==> config.mk <==
export PLATFORM = sky130hd
export DESIGN_NAME = touch_button_event_detector
export DESIGN_NICKNAME = d
export VERILOG_FILES = /design/src/rtl/core/tbed_pkg.sv /design/src/rtl/core/tbed_front.sv /design/src/rtl/core/tbed_queue.sv /design/src/rtl/core/tbed_back.sv /design/src/rtl/core/touch_button_event_detector.sv
export SDC_FILE = /design/constraint.sdc
export NUM_CORES = 1
export LEC_CHECK = 0
export BUFFER_PORTS_ARGS = -buffer_cell sky130_fd_sc_hd__buf_4
export CORE_ASPECT_RATIO = 1.2
export CORE_UTILIZATION = 35
export DETAILED_ROUTE_END_ITERATION = 8
export GPL_ROUTABILITY_DRIVEN = 1
export HOLD_SLACK_MARGIN = 0.12
export PLACE_DENSITY = 0.53
export SLEW_MARGIN = 25
export SYNTH_ARGS = -nofsm -noshare
export SYNTH_HDL_FRONTEND = slang
export SYNTH_HIERARCHICAL = 1
export SYNTH_SLANG_ARGS = --single-unit
==> constraint.sdc <==
create_clock -name clk -period 7.5 [get_ports clk]
set_input_delay 0.75 -clock clk [delete_from_list [all_inputs] [get_ports clk]]
set_output_delay 0.75 -clock clk [all_outputs]
set_load 0.005 [all_outputs]
==> src/rtl/core/tbed_pkg.sv <==
// ----------------------------------------------------------------------------
// tbed_pkg
// Shared constants and types of the touch button event detector.
// ----------------------------------------------------------------------------
package tbed_pkg;

  localparam int BUTTONS     = 5;
  localparam int TOUCH_PADS  = 4;
  localparam int TIME_BITS_DEF = 32;
  localparam int QUEUE_DEPTH_DEF = 4;

  localparam int READ_W   = 16;
  localparam int NOW_W    = 32;
  localparam int CFG_W    = 16;
  localparam int CFG_IDX_W = 3;
  localparam int ID_W     = 3;
  localparam int KIND_W   = 2;

  localparam int IN_DATA_W  = 104;
  localparam int OUT_DATA_W = 8;

  localparam logic [CFG_W-1:0] HOLD_RESET = 16'd500;

  // Event kinds.
  localparam logic [KIND_W-1:0] EVT_PRESSED  = 2'd0;
  localparam logic [KIND_W-1:0] EVT_RELEASED = 2'd1;
  localparam logic [KIND_W-1:0] EVT_HELD     = 2'd2;

  // Register indexes.
  localparam logic [CFG_IDX_W-1:0] CFG_BASE_UP   = 3'd0;
  localparam logic [CFG_IDX_W-1:0] CFG_BASE_DOWN = 3'd1;
  localparam logic [CFG_IDX_W-1:0] CFG_BASE_NEXT = 3'd2;
  localparam logic [CFG_IDX_W-1:0] CFG_BASE_BACK = 3'd3;
  localparam logic [CFG_IDX_W-1:0] CFG_HOLD      = 3'd4;

  typedef logic [KIND_W-1:0] kind_t;

  // Events of one poll: a flag per button and the kind of each flagged event.
  typedef struct packed {
    logic [BUTTONS-1:0]  mask;
    kind_t [BUTTONS-1:0] kind;
  } evt_rec_t;

  typedef struct packed {
    logic                 valid;
    logic [CFG_IDX_W-1:0] index;
    logic [CFG_W-1:0]     data;
  } cfg_wr_t;

endpackage

==> src/rtl/core/tbed_front.sv <==
// ----------------------------------------------------------------------------
// tbed_front
// Takes a poll, classifies each button and queues the poll's event set.
// ----------------------------------------------------------------------------
module tbed_front import tbed_pkg::*; #(
  parameter int TIME_BITS = TIME_BITS_DEF
) (
  input  logic                 clk,
  input  logic                 rst,
  input  cfg_wr_t              cfg,
  input  logic                 take,
  input  logic [IN_DATA_W-1:0] poll,
  output logic                 push,
  output evt_rec_t             rec
);

  logic [CFG_W-1:0]     baseline [TOUCH_PADS];
  logic [CFG_W-1:0]     hold_ms;
  logic [BUTTONS-1:0]   is_pressed;
  logic [BUTTONS-1:0]   hold_reported;
  logic [TIME_BITS-1:0] press_start [BUTTONS];

  logic [BUTTONS-1:0]   raw_p;
  logic [TIME_BITS-1:0] now_t;
  logic [TIME_BITS-1:0] elapsed [BUTTONS];
  logic [BUTTONS-1:0]   hold_due;
  logic [20:0]          lhs [TOUCH_PADS];
  logic [20:0]          rhs [TOUCH_PADS];

  assign now_t = poll[TOUCH_PADS*READ_W+1 +: TIME_BITS];

  // Pad pressed when reading < floor(7*base/10), i.e. 10*reading + 10 <= 7*base.
  always_comb begin
    for (int p = 0; p < TOUCH_PADS; p++) begin
      lhs[p] = {2'b00, poll[p*READ_W +: READ_W], 3'b000}
             + {4'b0000, poll[p*READ_W +: READ_W], 1'b0} + 21'd10;
      rhs[p] = {2'b00, baseline[p], 3'b000} - {5'b00000, baseline[p]};
      raw_p[p] = (lhs[p] <= rhs[p]);
    end
    raw_p[BUTTONS-1] = ~poll[TOUCH_PADS*READ_W];
  end

  always_comb begin
    for (int b = 0; b < BUTTONS; b++) begin
      elapsed[b]  = now_t - press_start[b];
      hold_due[b] = (elapsed[b] >= {{(TIME_BITS-CFG_W){1'b0}}, hold_ms});
      rec.mask[b] = 1'b0;
      rec.kind[b] = EVT_PRESSED;
      if (raw_p[b] && !is_pressed[b]) begin
        rec.mask[b] = 1'b1;
      end else if (!raw_p[b] && is_pressed[b]) begin
        rec.mask[b] = 1'b1;
        rec.kind[b] = EVT_RELEASED;
      end else if (raw_p[b] && !hold_reported[b] && hold_due[b]) begin
        rec.mask[b] = 1'b1;
        rec.kind[b] = EVT_HELD;
      end
    end
  end

  assign push = take && (rec.mask != '0);

  always_ff @(posedge clk) begin
    if (rst) begin
      for (int p = 0; p < TOUCH_PADS; p++) begin
        baseline[p] <= '0;
      end
      hold_ms <= HOLD_RESET;
    end else if (cfg.valid) begin
      unique case (cfg.index)
        CFG_BASE_UP:   baseline[0] <= cfg.data;
        CFG_BASE_DOWN: baseline[1] <= cfg.data;
        CFG_BASE_NEXT: baseline[2] <= cfg.data;
        CFG_BASE_BACK: baseline[3] <= cfg.data;
        CFG_HOLD:      hold_ms     <= cfg.data;
        default: ;
      endcase
    end
  end

  always_ff @(posedge clk) begin
    if (rst) begin
      is_pressed    <= '0;
      hold_reported <= '0;
    end else if (take) begin
      for (int b = 0; b < BUTTONS; b++) begin
        if (raw_p[b] && !is_pressed[b]) begin
          is_pressed[b]    <= 1'b1;
          hold_reported[b] <= 1'b0;
        end else if (!raw_p[b] && is_pressed[b]) begin
          is_pressed[b] <= 1'b0;
        end else if (raw_p[b] && !hold_reported[b] && hold_due[b]) begin
          hold_reported[b] <= 1'b1;
        end
      end
    end
  end

  // Start time is only read while the button is pressed.
  always_ff @(posedge clk) begin
    if (take) begin
      for (int b = 0; b < BUTTONS; b++) begin
        if (raw_p[b] && !is_pressed[b]) begin
          press_start[b] <= now_t;
        end
      end
    end
  end

endmodule

==> src/rtl/core/tbed_queue.sv <==
// ----------------------------------------------------------------------------
// tbed_queue
// Small first-in first-out queue of per-poll event sets.
// ----------------------------------------------------------------------------
module tbed_queue import tbed_pkg::*; #(
  parameter int DEPTH = QUEUE_DEPTH_DEF
) (
  input  logic     clk,
  input  logic     rst,
  input  logic     push,
  input  evt_rec_t wr_rec,
  input  logic     pop,
  output logic     full,
  output logic     nonempty,
  output evt_rec_t rd_rec
);

  localparam int PTR_W = $clog2(DEPTH);
  localparam int CNT_W = $clog2(DEPTH + 1);

  evt_rec_t         slots [DEPTH];
  logic [PTR_W-1:0] wr_ptr;
  logic [PTR_W-1:0] rd_ptr;
  logic [CNT_W-1:0] count;
  logic             do_push;
  logic             do_pop;

  assign full     = (count == CNT_W'(DEPTH));
  assign nonempty = (count != '0);
  assign rd_rec   = slots[rd_ptr];
  assign do_push  = push && !full;
  assign do_pop   = pop && nonempty;

  always_ff @(posedge clk) begin
    if (rst) begin
      wr_ptr <= '0;
      rd_ptr <= '0;
      count  <= '0;
    end else begin
      if (do_push) begin
        wr_ptr <= (wr_ptr == PTR_W'(DEPTH - 1)) ? '0 : wr_ptr + 1'b1;
      end
      if (do_pop) begin
        rd_ptr <= (rd_ptr == PTR_W'(DEPTH - 1)) ? '0 : rd_ptr + 1'b1;
      end
      if (do_push && !do_pop) begin
        count <= count + 1'b1;
      end else if (!do_push && do_pop) begin
        count <= count - 1'b1;
      end
    end
  end

  always_ff @(posedge clk) begin
    if (do_push) begin
      slots[wr_ptr] <= wr_rec;
    end
  end

endmodule

==> src/rtl/core/tbed_back.sv <==
// ----------------------------------------------------------------------------
// tbed_back
// Serializes queued event sets into events, one per cycle while out_ready.
// ----------------------------------------------------------------------------
module tbed_back import tbed_pkg::*; (
  input  logic                  clk,
  input  logic                  rst,
  input  logic                  q_valid,
  input  evt_rec_t              q_rec,
  output logic                  q_pop,
  output logic                  out_valid,
  input  logic                  out_ready,
  output logic [OUT_DATA_W-1:0] out_data,
  output logic [KIND_W-1:0]     out_user,
  output logic                  out_last
);

  logic [BUTTONS-1:0]  rec_mask;
  kind_t [BUTTONS-1:0] rec_kind;
  evt_rec_t            cur;
  logic                rec_busy;
  logic                can_load;
  logic                load;
  logic [ID_W-1:0]     sel;
  logic [BUTTONS-1:0]  sel_bit;
  logic [BUTTONS-1:0]  rest;

  assign rec_busy = (rec_mask != '0);
  assign cur.mask = rec_busy ? rec_mask : q_rec.mask;
  assign cur.kind = rec_busy ? rec_kind : q_rec.kind;
  assign can_load = !out_valid || out_ready;
  assign load     = can_load && (rec_busy || q_valid);
  assign q_pop    = load && !rec_busy;

  // Lowest pending button goes first.
  always_comb begin
    sel     = '0;
    sel_bit = '0;
    for (int b = BUTTONS - 1; b >= 0; b--) begin
      if (cur.mask[b]) begin
        sel     = ID_W'(b);
        sel_bit = BUTTONS'(1) << b;
      end
    end
    rest = cur.mask & ~sel_bit;
  end

  always_ff @(posedge clk) begin
    if (rst) begin
      rec_mask  <= '0;
      out_valid <= 1'b0;
    end else begin
      if (load) begin
        rec_mask  <= rest;
        out_valid <= 1'b1;
      end else if (out_ready) begin
        out_valid <= 1'b0;
      end
    end
  end

  always_ff @(posedge clk) begin
    if (load) begin
      rec_kind <= cur.kind;
      out_data <= {{(OUT_DATA_W-ID_W){1'b0}}, sel};
      out_user <= cur.kind[sel];
      out_last <= (rest == '0);
    end
  end

endmodule

==> src/rtl/core/touch_button_event_detector.sv <==
// A taken poll's event set passes the queue, then the registered output stage.
// A poll can be accepted every cycle while the queue has room; events leave at one
// per cycle while out_tready is high, and a poll makes 0 to 5 events.
// The event-set queue (QUEUE_DEPTH polls) absorbs bursts; input stalls when full.
// Synchronous active-high reset clears button state, queue and output; baselines
// return to 0 and the hold time to 500 ms.
// ----------------------------------------------------------------------------
// touch_button_event_detector
// Press, release and hold detection for four touch pads and one push button.
// ----------------------------------------------------------------------------
module touch_button_event_detector import tbed_pkg::*; #(
  parameter int TIME_BITS   = TIME_BITS_DEF,
  parameter int QUEUE_DEPTH = QUEUE_DEPTH_DEF
) (
  input  logic                  clk,
  input  logic                  rst,
  // Poll stream.
  input  logic                  in_tvalid,
  output logic                  in_tready,
  // in_tdata, low bit up: touch_up[15:0], touch_down[31:16], touch_next[47:32],
  // touch_back[63:48], play_level[64], now_ms[96:65], zero fill [103:97].
  input  logic [IN_DATA_W-1:0]  in_tdata,
  // Event stream.
  output logic                  out_tvalid,
  input  logic                  out_tready,
  // out_tdata, low bit up: button_id[2:0], zero fill [7:3].
  output logic [OUT_DATA_W-1:0] out_tdata,
  // out_tuser: event_kind[1:0].
  output logic [KIND_W-1:0]     out_tuser,
  // out_tlast: set on the final event of a poll.
  output logic                  out_tlast,
  // Register write channel; always ready.
  input  logic                  cfg_valid,
  output logic                  cfg_ready,
  input  logic [CFG_IDX_W-1:0]  cfg_index,
  input  logic [CFG_W-1:0]      cfg_data
);

  cfg_wr_t  cfg;
  evt_rec_t front_rec;
  evt_rec_t head_rec;
  logic     take;
  logic     push;
  logic     q_full;
  logic     q_nonempty;
  logic     q_pop;

  // Registers are written whenever the write channel presents a transfer.
  assign cfg_ready = 1'b1;
  assign cfg.valid = cfg_valid;
  assign cfg.index = cfg_index;
  assign cfg.data  = cfg_data;

  // A poll transfer is taken whenever the queue has room for its event set.
  assign in_tready = !q_full;
  assign take      = in_tvalid && in_tready;

  // The front classifies every button in the cycle of the transfer and
  // pushes the set of resulting events; polls without events push nothing.
  tbed_front #(
    .TIME_BITS(TIME_BITS)
  ) u_front (
    .clk  (clk),
    .rst  (rst),
    .cfg  (cfg),
    .take (take),
    .poll (in_tdata),
    .push (push),
    .rec  (front_rec)
  );

  tbed_queue #(
    .DEPTH(QUEUE_DEPTH)
  ) u_queue (
    .clk      (clk),
    .rst      (rst),
    .push     (push),
    .wr_rec   (front_rec),
    .pop      (q_pop),
    .full     (q_full),
    .nonempty (q_nonempty),
    .rd_rec   (head_rec)
  );

  // The back walks each event set in button order through a registered
  // output stage, so results wait there while the queue takes sets until full.
  tbed_back u_back (
    .clk       (clk),
    .rst       (rst),
    .q_valid   (q_nonempty),
    .q_rec     (head_rec),
    .q_pop     (q_pop),
    .out_valid (out_tvalid),
    .out_ready (out_tready),
    .out_data  (out_tdata),
    .out_user  (out_tuser),
    .out_last  (out_tlast)
  );

endmodule

== After elaboration in Yosys (flattened, before gate mapping) ==
Memory sizes are Yosys's and may differ from the RTL's. A register that Yosys moved wholly into a read port is not among the register bits.
Cells that the tools add are included.

* Muxes and demuxes: 116
* Bitwise operators: 7
* Eq/ne operators: 12
* Shift operators: 0
* Add/subtract/negate cells: 21
* $lt $le $gt $ge: 10
* Reductions and logical operators: 77
* Multiply operators: 0
* Div/mod/pow operators: 0

{| class="wikitable"
|+ Operators by type and width
! cell !! number
|-
| $ge A32 B16 Y1 || 5
|-
| $sub A32 B32 Y32 || 5
|-
| $add A21 B4 Y21 const B || 4
|-
| $le A21 B21 Y1 || 4
|-
| $add A19 B17 Y20 || 4
|-
| $sub A19 B16 Y20 || 4
|-
| $mux W1 || 77
|-
| $mux W16 || 4
|-
| $mux W2 || 20
|-
| $mux W5 || 6
|-
| $logic_and A1 B1 Y1 || 28
|-
| $reduce_bool A2 Y1 || 12
|-
| $mux W3 || 7
|-
| $logic_not A1 Y1 || 19
|-
| $reduce_and A3 Y1 || 5
|-
| $reduce_and A2 Y1 || 6
|-
| $mux W10 || 1
|-
| $ne A2 B1 Y1 const B || 5
|-
| $reduce_bool A5 Y1 || 2
|-
| $bmux W2 S3 || 1
|-
| $eq A3 B2 Y1 const B || 2
|-
| $eq A3 B3 Y1 const B || 2
|-
| $and A5 B5 Y5 || 1
|-
| $logic_not A5 Y1 || 1
|-
| other kinds (12) || 18
|}

* RAM bits: 284
* Word-level logic and storage cells: 270
* Memories kept: 3
* Input port bits: 128
* Latch bits: 0
* Output and inout bits: 14
* Flip-flop bits (word level): 55
* ROM bits: 0

{| class="wikitable"
|+ Memory list
! name !! depth !! bits a word !! rd ports !! clocked after memory_dff !! write ports !! line !! RTL
|-
| u_front.press_start || 5 || 32 || 5 || 0 || 5 || tbed_front.sv:21 || <nowiki>logic [TIME_BITS-1:0] press_start [BUTTONS];</nowiki>
|-
| u_front.baseline || 4 || 16 || 4 || 0 || 4 || tbed_front.sv:17 || <nowiki>logic [CFG_W-1:0] baseline [TOUCH_PADS];</nowiki>
|-
| u_queue.slots || 4 || 15 || 1 || 1 || 1 || tbed_queue.sv:21 || <nowiki>evt_rec_t slots [DEPTH];</nowiki>
|}

== Depth between registers and ports, before layout ==
* Depth after elaboration: 15
* Gate-level depth with buffers: 36
* Depth with buffers taken out: 36

== Cells and area by module ==
Netlist, hierarchy kept.

{| class="wikitable"
|+ Modules (own cells, without submodules)
! module !! cells each !! seq. area each (µm²) !! times used !! area an instance (µm²)
|-
| tbed_front || 3269 || 7247.0 || 1 || 28056.9
|-
| tbed_queue || 128 || 1981.9 || 1 || 2665.1
|-
| tbed_back || 99 || 580.6 || 1 || 1159.9
|-
| touch_button_event_detector || 4 || 0.0 || 1 || 21.3
|}

== Worst setup path after synthesis ==
Ideal clock, no wire load.

* Path kind: input -> register
* Start: input in_tdata[1]
* End: register u_queue.count[2]
* Data required time: 7430 ps
* Arrival: 6626 ps
* Path buffers: 0
* Library setup time: 70 ps
* Path slack: 803 ps
* Stages: 31
* Cell sequence: ha_1 ha_1 a21o_1 a21oi_1 o21ai_0 a21oi_1 o21bai_1 a21oi_1 o21ai_0 o41ai_1 xnor2_1 ha_1 a21o_1 a21o_1 a21oi_1 o21ai_0 a2111oi_0 a21oi_1 nand2_1 ha_1 nor2_1 and2_1 a41oi_1 bufinv_8 nor2_2 ha_1 inv_1 fa_1 xor2_1 or3_1 a21oi_1

* Longest elaborated chain between the ends: 14
* Elaborated cells on any way between the ends: 19
* Classes of those cells: add/sub: 2; order compare: 1; mux: 4; reduce/logical: 12

{| class="wikitable"
|+ Ends and longest elaborated chain
! what !! line !! RTL
|-
| from (decl) || touch_button_event_detector.sv:22 || <nowiki>input logic [IN_DATA_W-1:0] in_tdata,</nowiki>
|-
| $add A19 B17 Y20 (*) || tbed_front.sv:36 || <nowiki>+ {4'b0000, poll[p*READ_W +: READ_W], 1'b0} + 21'd10;</nowiki>
|-
| $add A21 B4 Y21 (*) || tbed_front.sv:36 ||
|-
| $le A21 B21 Y1 (*) || tbed_front.sv:38 || <nowiki>raw_p[p] = (lhs[p] <= rhs[p]);</nowiki>
|-
| $logic_and A1 B1 Y1 (2 in series) || tbed_front.sv:54 || <nowiki>end else if (raw_p[b] && !hold_reported[b] && hold_due[b]) begin</nowiki>
|-
| $mux W1 || tbed_front.sv:54 ||
|-
| $mux W1 || tbed_front.sv:51 || <nowiki>end else if (!raw_p[b] && is_pressed[b]) begin</nowiki>
|-
| $mux W1 (*) || tbed_front.sv:49 || <nowiki>if (raw_p[b] && !is_pressed[b]) begin</nowiki>
|-
| $reduce_bool A5 Y1 (*) || tbed_front.sv:61 || <nowiki>assign push = take && (rec.mask != '0);</nowiki>
|-
| $logic_and A1 B1 Y1 (*) || tbed_front.sv:61 ||
|-
| named net push || touch_button_event_detector.sv:43 || <nowiki>logic push;</nowiki>
|-
| $logic_and A1 B1 Y1 (*) || tbed_queue.sv:31 || <nowiki>assign do_push = push && !full;</nowiki>
|-
| named net u_queue.do_push || tbed_queue.sv:25 || <nowiki>logic do_push;</nowiki>
|-
| $logic_not A1 Y1 || tbed_queue.sv:48 || <nowiki>end else if (!do_push && do_pop) begin</nowiki>
|-
| $logic_and A1 B1 Y1 || tbed_queue.sv:48 ||
|-
| $reduce_bool A2 Y1 (no source line) || - ||
|-
| to (signal assigned) || tbed_queue.sv:47 || <nowiki>count <= count + 1'b1;</nowiki>
|-
| to (signal assigned) || tbed_queue.sv:49 || <nowiki>count <= count - 1'b1;</nowiki>
|-
| to (decl) || tbed_queue.sv:24 || <nowiki>logic [CNT_W-1:0] count;</nowiki>
|}

Mark *: on every way through the listed nets, which the timed path passes. The rest lies on a longest branch.
A chain may end at the register's enable or synchronous reset.

==> results by group <==
Clock tree
  • H-Tree Depth: 2
  • Total CTS buffers: 40
  • Post-CTS repair timing setup buffer count: 0
  • Clock Sinks: 340
  • Worst-Skew Late Latency: a little under 600 ps
  • Reg clk slew, reported paths: 60 ps
  • Longest Clk Path Bufs: 3
  • Root Driver: clkbuf_16
  • TritonCTS clock tree: built

Timing
  • # setup viols final: 0
  • Clk_skew: 17.9 ps
  • RSZ-0062 raised after global routing: no
  • Worst Tran Pin Value: 819 ps
  • Rel. slew slack: 0.454
  • Max frequency: 147 MHz
  • Hold Fails Final Rpt: 0
  • Max-slew violations: 0
  • Setup WS post-layout: between 600 and 700 ps
  • Min Clock Period, post-route: just under 7000 ps
  • Final worst-path cycle share: 0.907
  • Sum of negative setup slack: 0 ps

Worst setup path
  • Worst EP required: about 8000 ps
  • Critical Path Fanout Max: 8
  • Slowest cell on the critical path: edfxtp_1
  • Setup Crit Path Kind: reg -> reg
  • Setup crit end kind: flop
  • Worst Path Arrival: 7300 ps
  • Family with the most delay on the worst path: compound AO/OA/AOI/OAI gates
  • Startpoint Class: flop
  • Reg2reg start: u_front/baseline[1][0]
  • Crit path top cell by count: ha_1
  • Worst Setup SP: u_front/baseline[1][0]
  • Delay of the slowest critical-path stage: between 500 and 600 ps
  • Buffers and inverters on the worst path: 3

Floorplan
  • Die W: 278 µm
  • DIE AREA: 0.0924 mm²
  • Die height: 333 µm
  • I/O pin cnt: between 100 and 150
  • # rows: 120
  • Initial core utilization: 0.355
  • CORE AREA: 0.0898 mm²

Synthesis
  • #FFs+latches synth: between 300 and 400
  • Post-synthesis sequential area ratio: 0.307
  • Post-synthesis cell area: 0.0319 mm²
  • Gate Count Post-Synth: 3500
  • Ys Warns: 6
  • EDFF count, synth: 300
  • Post-synth ARST share: 0
  • Top FF cell, synth: edfxtp_1
  • Distinct cells, synth: 106
  • Syn Area/Cell: 9.12 µm²

Worst hold path
  • Worst hold path class: in -> reg
  • Hold path start: in_tdata[65]

Detailed routing
  • Vias per Instance: roughly 5.4
  • DRC viols: 0
  • Total Wirelength: 83500 µm
  • DRT Pass-1 Iters: 5
  • Drt initial violations: between 1000 and 1500
  • Antenna Nets Post-Route: 0
  • Via count: 25800
  • WL per Instance: 17.3 µm

Flow run
  • Max-cap violations: 0

Global route
  • Grt ovf: 0
  • Tot GR Track Use: 0.177
  • Largest net degree at the start of global routing: 44
  • Initial antenna violation count: 2
  • First-pass GRT wire length: between 100000 and 150000 µm
  • Number of global-route vias before repair: 25000

Finish
  • Fraction of layout cells with a size suffix above 1: 0.0881
  • P&R area growth vs syn: 11.0%
  • Nets: 4267

Run status
  • Status: completed

Place
  • I/O Buffers: ~130
  • Hpwl dp: 65900 µm
  • Placer Congestion: 0.893
  • Post-place setup slack: 165 ps

Power and ir drop
  • Pwr Total: 9.53 mW
  • Peak VDD IR: 0.174 mV
  • Leak pwr: 15.4 nW
  • PwrDens: 269 mW/mm²
==> timing repair <==
action                     in CTS  in global routing
resized for setup               0                  1
setup endpoints to repair       0                  1
hold buffers                    0                  0
==> cell usage in the layout, fill, tap and decap left out, types with 16 or more instances in the layout <==
| cell type | synthesis | final |
|---|---|---|
| buf_4 | 7 | 160 |
| nand2_1 | 220 | 220 |
| dfxtp_1 | 40 | 40 |
| nand4_1 | 57 | 57 |
| and2_1 | 85 | 85 |
| nor2_1 | 192 | 192 |
| o2111ai_1 | 16 | 16 |
| a31oi_1 | 31 | 31 |
| nor3_1 | 88 | 85 |
| o211ai_1 | 18 | 18 |
| nand3_1 | 85 | 85 |
| a211oi_1 | 33 | 33 |
| o21ai_0 | 166 | 165 |
| or2_2 | 17 | 17 |
| a21o_1 | 95 | 95 |
| nand2b_1 | 51 | 51 |
| clkbuf_16 | 0 | 41 |
| and3_1 | 27 | 27 |
| o21bai_1 | 29 | 29 |
| nor2b_1 | 32 | 32 |
| edfxtp_1 | 300 | 300 |
| or3_1 | 31 | 31 |
| nand3b_1 | 16 | 16 |
| o21a_1 | 56 | 56 |
| inv_1 | 379 | 379 |
| o31ai_1 | 18 | 18 |
| xor2_1 | 60 | 60 |
| xnor2_1 | 133 | 133 |
| nor4_1 | 18 | 18 |
| ha_1 | 507 | 507 |
| a21oi_1 | 314 | 314 |
==> per-layer routing <==
| layer | wire length [µm] | vias to the layer above | global-route usage |
|---|---|---|---|
| met1 | 37800 | 12100 | 0.222 |
| met3 | 2890 | 118 | 0.0218 |
| li1 | - | 13200 | - |
| met5 | 13 | - | 0 |
| met4 | 2420 | 2 | 0.0537 |
| met2 | 40400 | 449 | 0.315 |
==> registers in the layout, summed over array words and instances (netlist names), named ones only <==
signal                 count
u_queue/rd_ptr             2
u_front/press_start      160
u_back/out_data            3
u_front/hold_reported      5
u_front/is_pressed         5
u_queue/wr_ptr             2
u_back/rec_kind           10
u_back/out_user            2
u_back/out_valid           1
u_front/hold_ms           16
u_back/out_last            1
u_queue/count              3
u_queue/slots             60
u_back/rec_mask            4
u_front/baseline          64
==> path summary, 6_finish.rpt <==
path                                              endpoint  slack (ps)  depth (start not counted)
worst max-delay path                      u_queue/count[2]         700                         30
worst max register to register            u_queue/count[2]         700                         30
worst min-delay path            u_front/press_start[0][32]         410                          1
worst min register to register         u_front/hold_ms[12]         460                          2
==> stage by stage <==
| stage | area (µm²) | hold slack, ps | cells | util |
|---|---|---|---|---|
| 2_1_floorplan | 31900 | 436 | 3504 | - |
| 3_3_place_gp | 34200 | 443 | 4743 | 0.381 |
| 3_5_place_dp | 34200 | 449 | 4743 | 0.381 |
| 4_1_cts | 35400 | 373 | 4812 | 0.394 |
| 5_1_grt | 35400 | 383 | 4812 | 0.394 |
| 6_report | 35400 | 409 | 4814 | 0.394 |
==> cells by family after synthesis <==
group,count (synthesis),synth area share
and+or+nand+nor,976,0.157
muxes,41,0.0193
AOI/OAI and AO/OA,974,0.203
xor gates and xnor gates,193,0.0530
buffers and inverters,461,0.0578
other,2,0.000235
adders and majority gates,513,0.203
DFF,340,0.307
==> cells in the mapped netlist, types with 11 or more instances <==
master | count | area [µm²]
ha_1 | 507 | 6340
inv_1 | 379 | 1420
a21oi_1 | 314 | 1570
edfxtp_1 | 300 | 9010
nand2_1 | 220 | 826
nor2_1 | 192 | 721
o21ai_0 | 166 | 831
xnor2_1 | 133 | 1160
a21o_1 | 95 | 713
nor3_1 | 88 | 440
and2_1 | 85 | 532
nand3_1 | 85 | 425
xor2_1 | 60 | 526
nand4_1 | 57 | 357
clkbuf_1 | 56 | 210
o21a_1 | 56 | 420
nand2b_1 | 51 | 319
dfxtp_1 | 40 | 801
a211oi_1 | 33 | 248
nor2b_1 | 32 | 200
a31oi_1 | 31 | 194
or3_1 | 31 | 194
o21bai_1 | 29 | 218
and3_1 | 27 | 169
nor4_1 | 18 | 113
o211ai_1 | 18 | 135
o31ai_1 | 18 | 135
or2_2 | 17 | 106
nand3b_1 | 16 | 120
o2111ai_1 | 16 | 140
a211o_1 | 15 | 131
a21boi_0 | 15 | 113
mux4_2 | 15 | 338
mux2_2 | 13 | 146
mux2i_1 | 13 | 130
a31o_2 | 11 | 96.3
and4_1 | 11 | 96.3
==> final cells by class <==
class	instances	area, µm²
multi-input cells	2703	20300
clock buffers	49	1060
fillers	9144	54400
clock inverters	20	168
well taps	1159	1450
repair buffers	160	1200
inverters	381	1450
flip-flops and latches	340	9810
diodes	2	5.00
==> worst reg2reg max path, delay by kind of cell, from the launching register on <==
family,cells,cell delay [ps]
AO/OA/AOI/OAI,13,2620
adder cells (fa/ha/maj),5,1520
buffers and inverters,3,440
flip-flops,1,510
XOR/XNOR,1,160
AND/OR/NAND/NOR,8,1470
==> report_power, final <==
part	switching [mW]	total, mW	internal [mW]
registers	0.137	2.73	2.59
logic	2.88	4.94	2.07
clock network	0.791	1.86	1.07
Note: power is estimated with default switching activity, not from simulation.
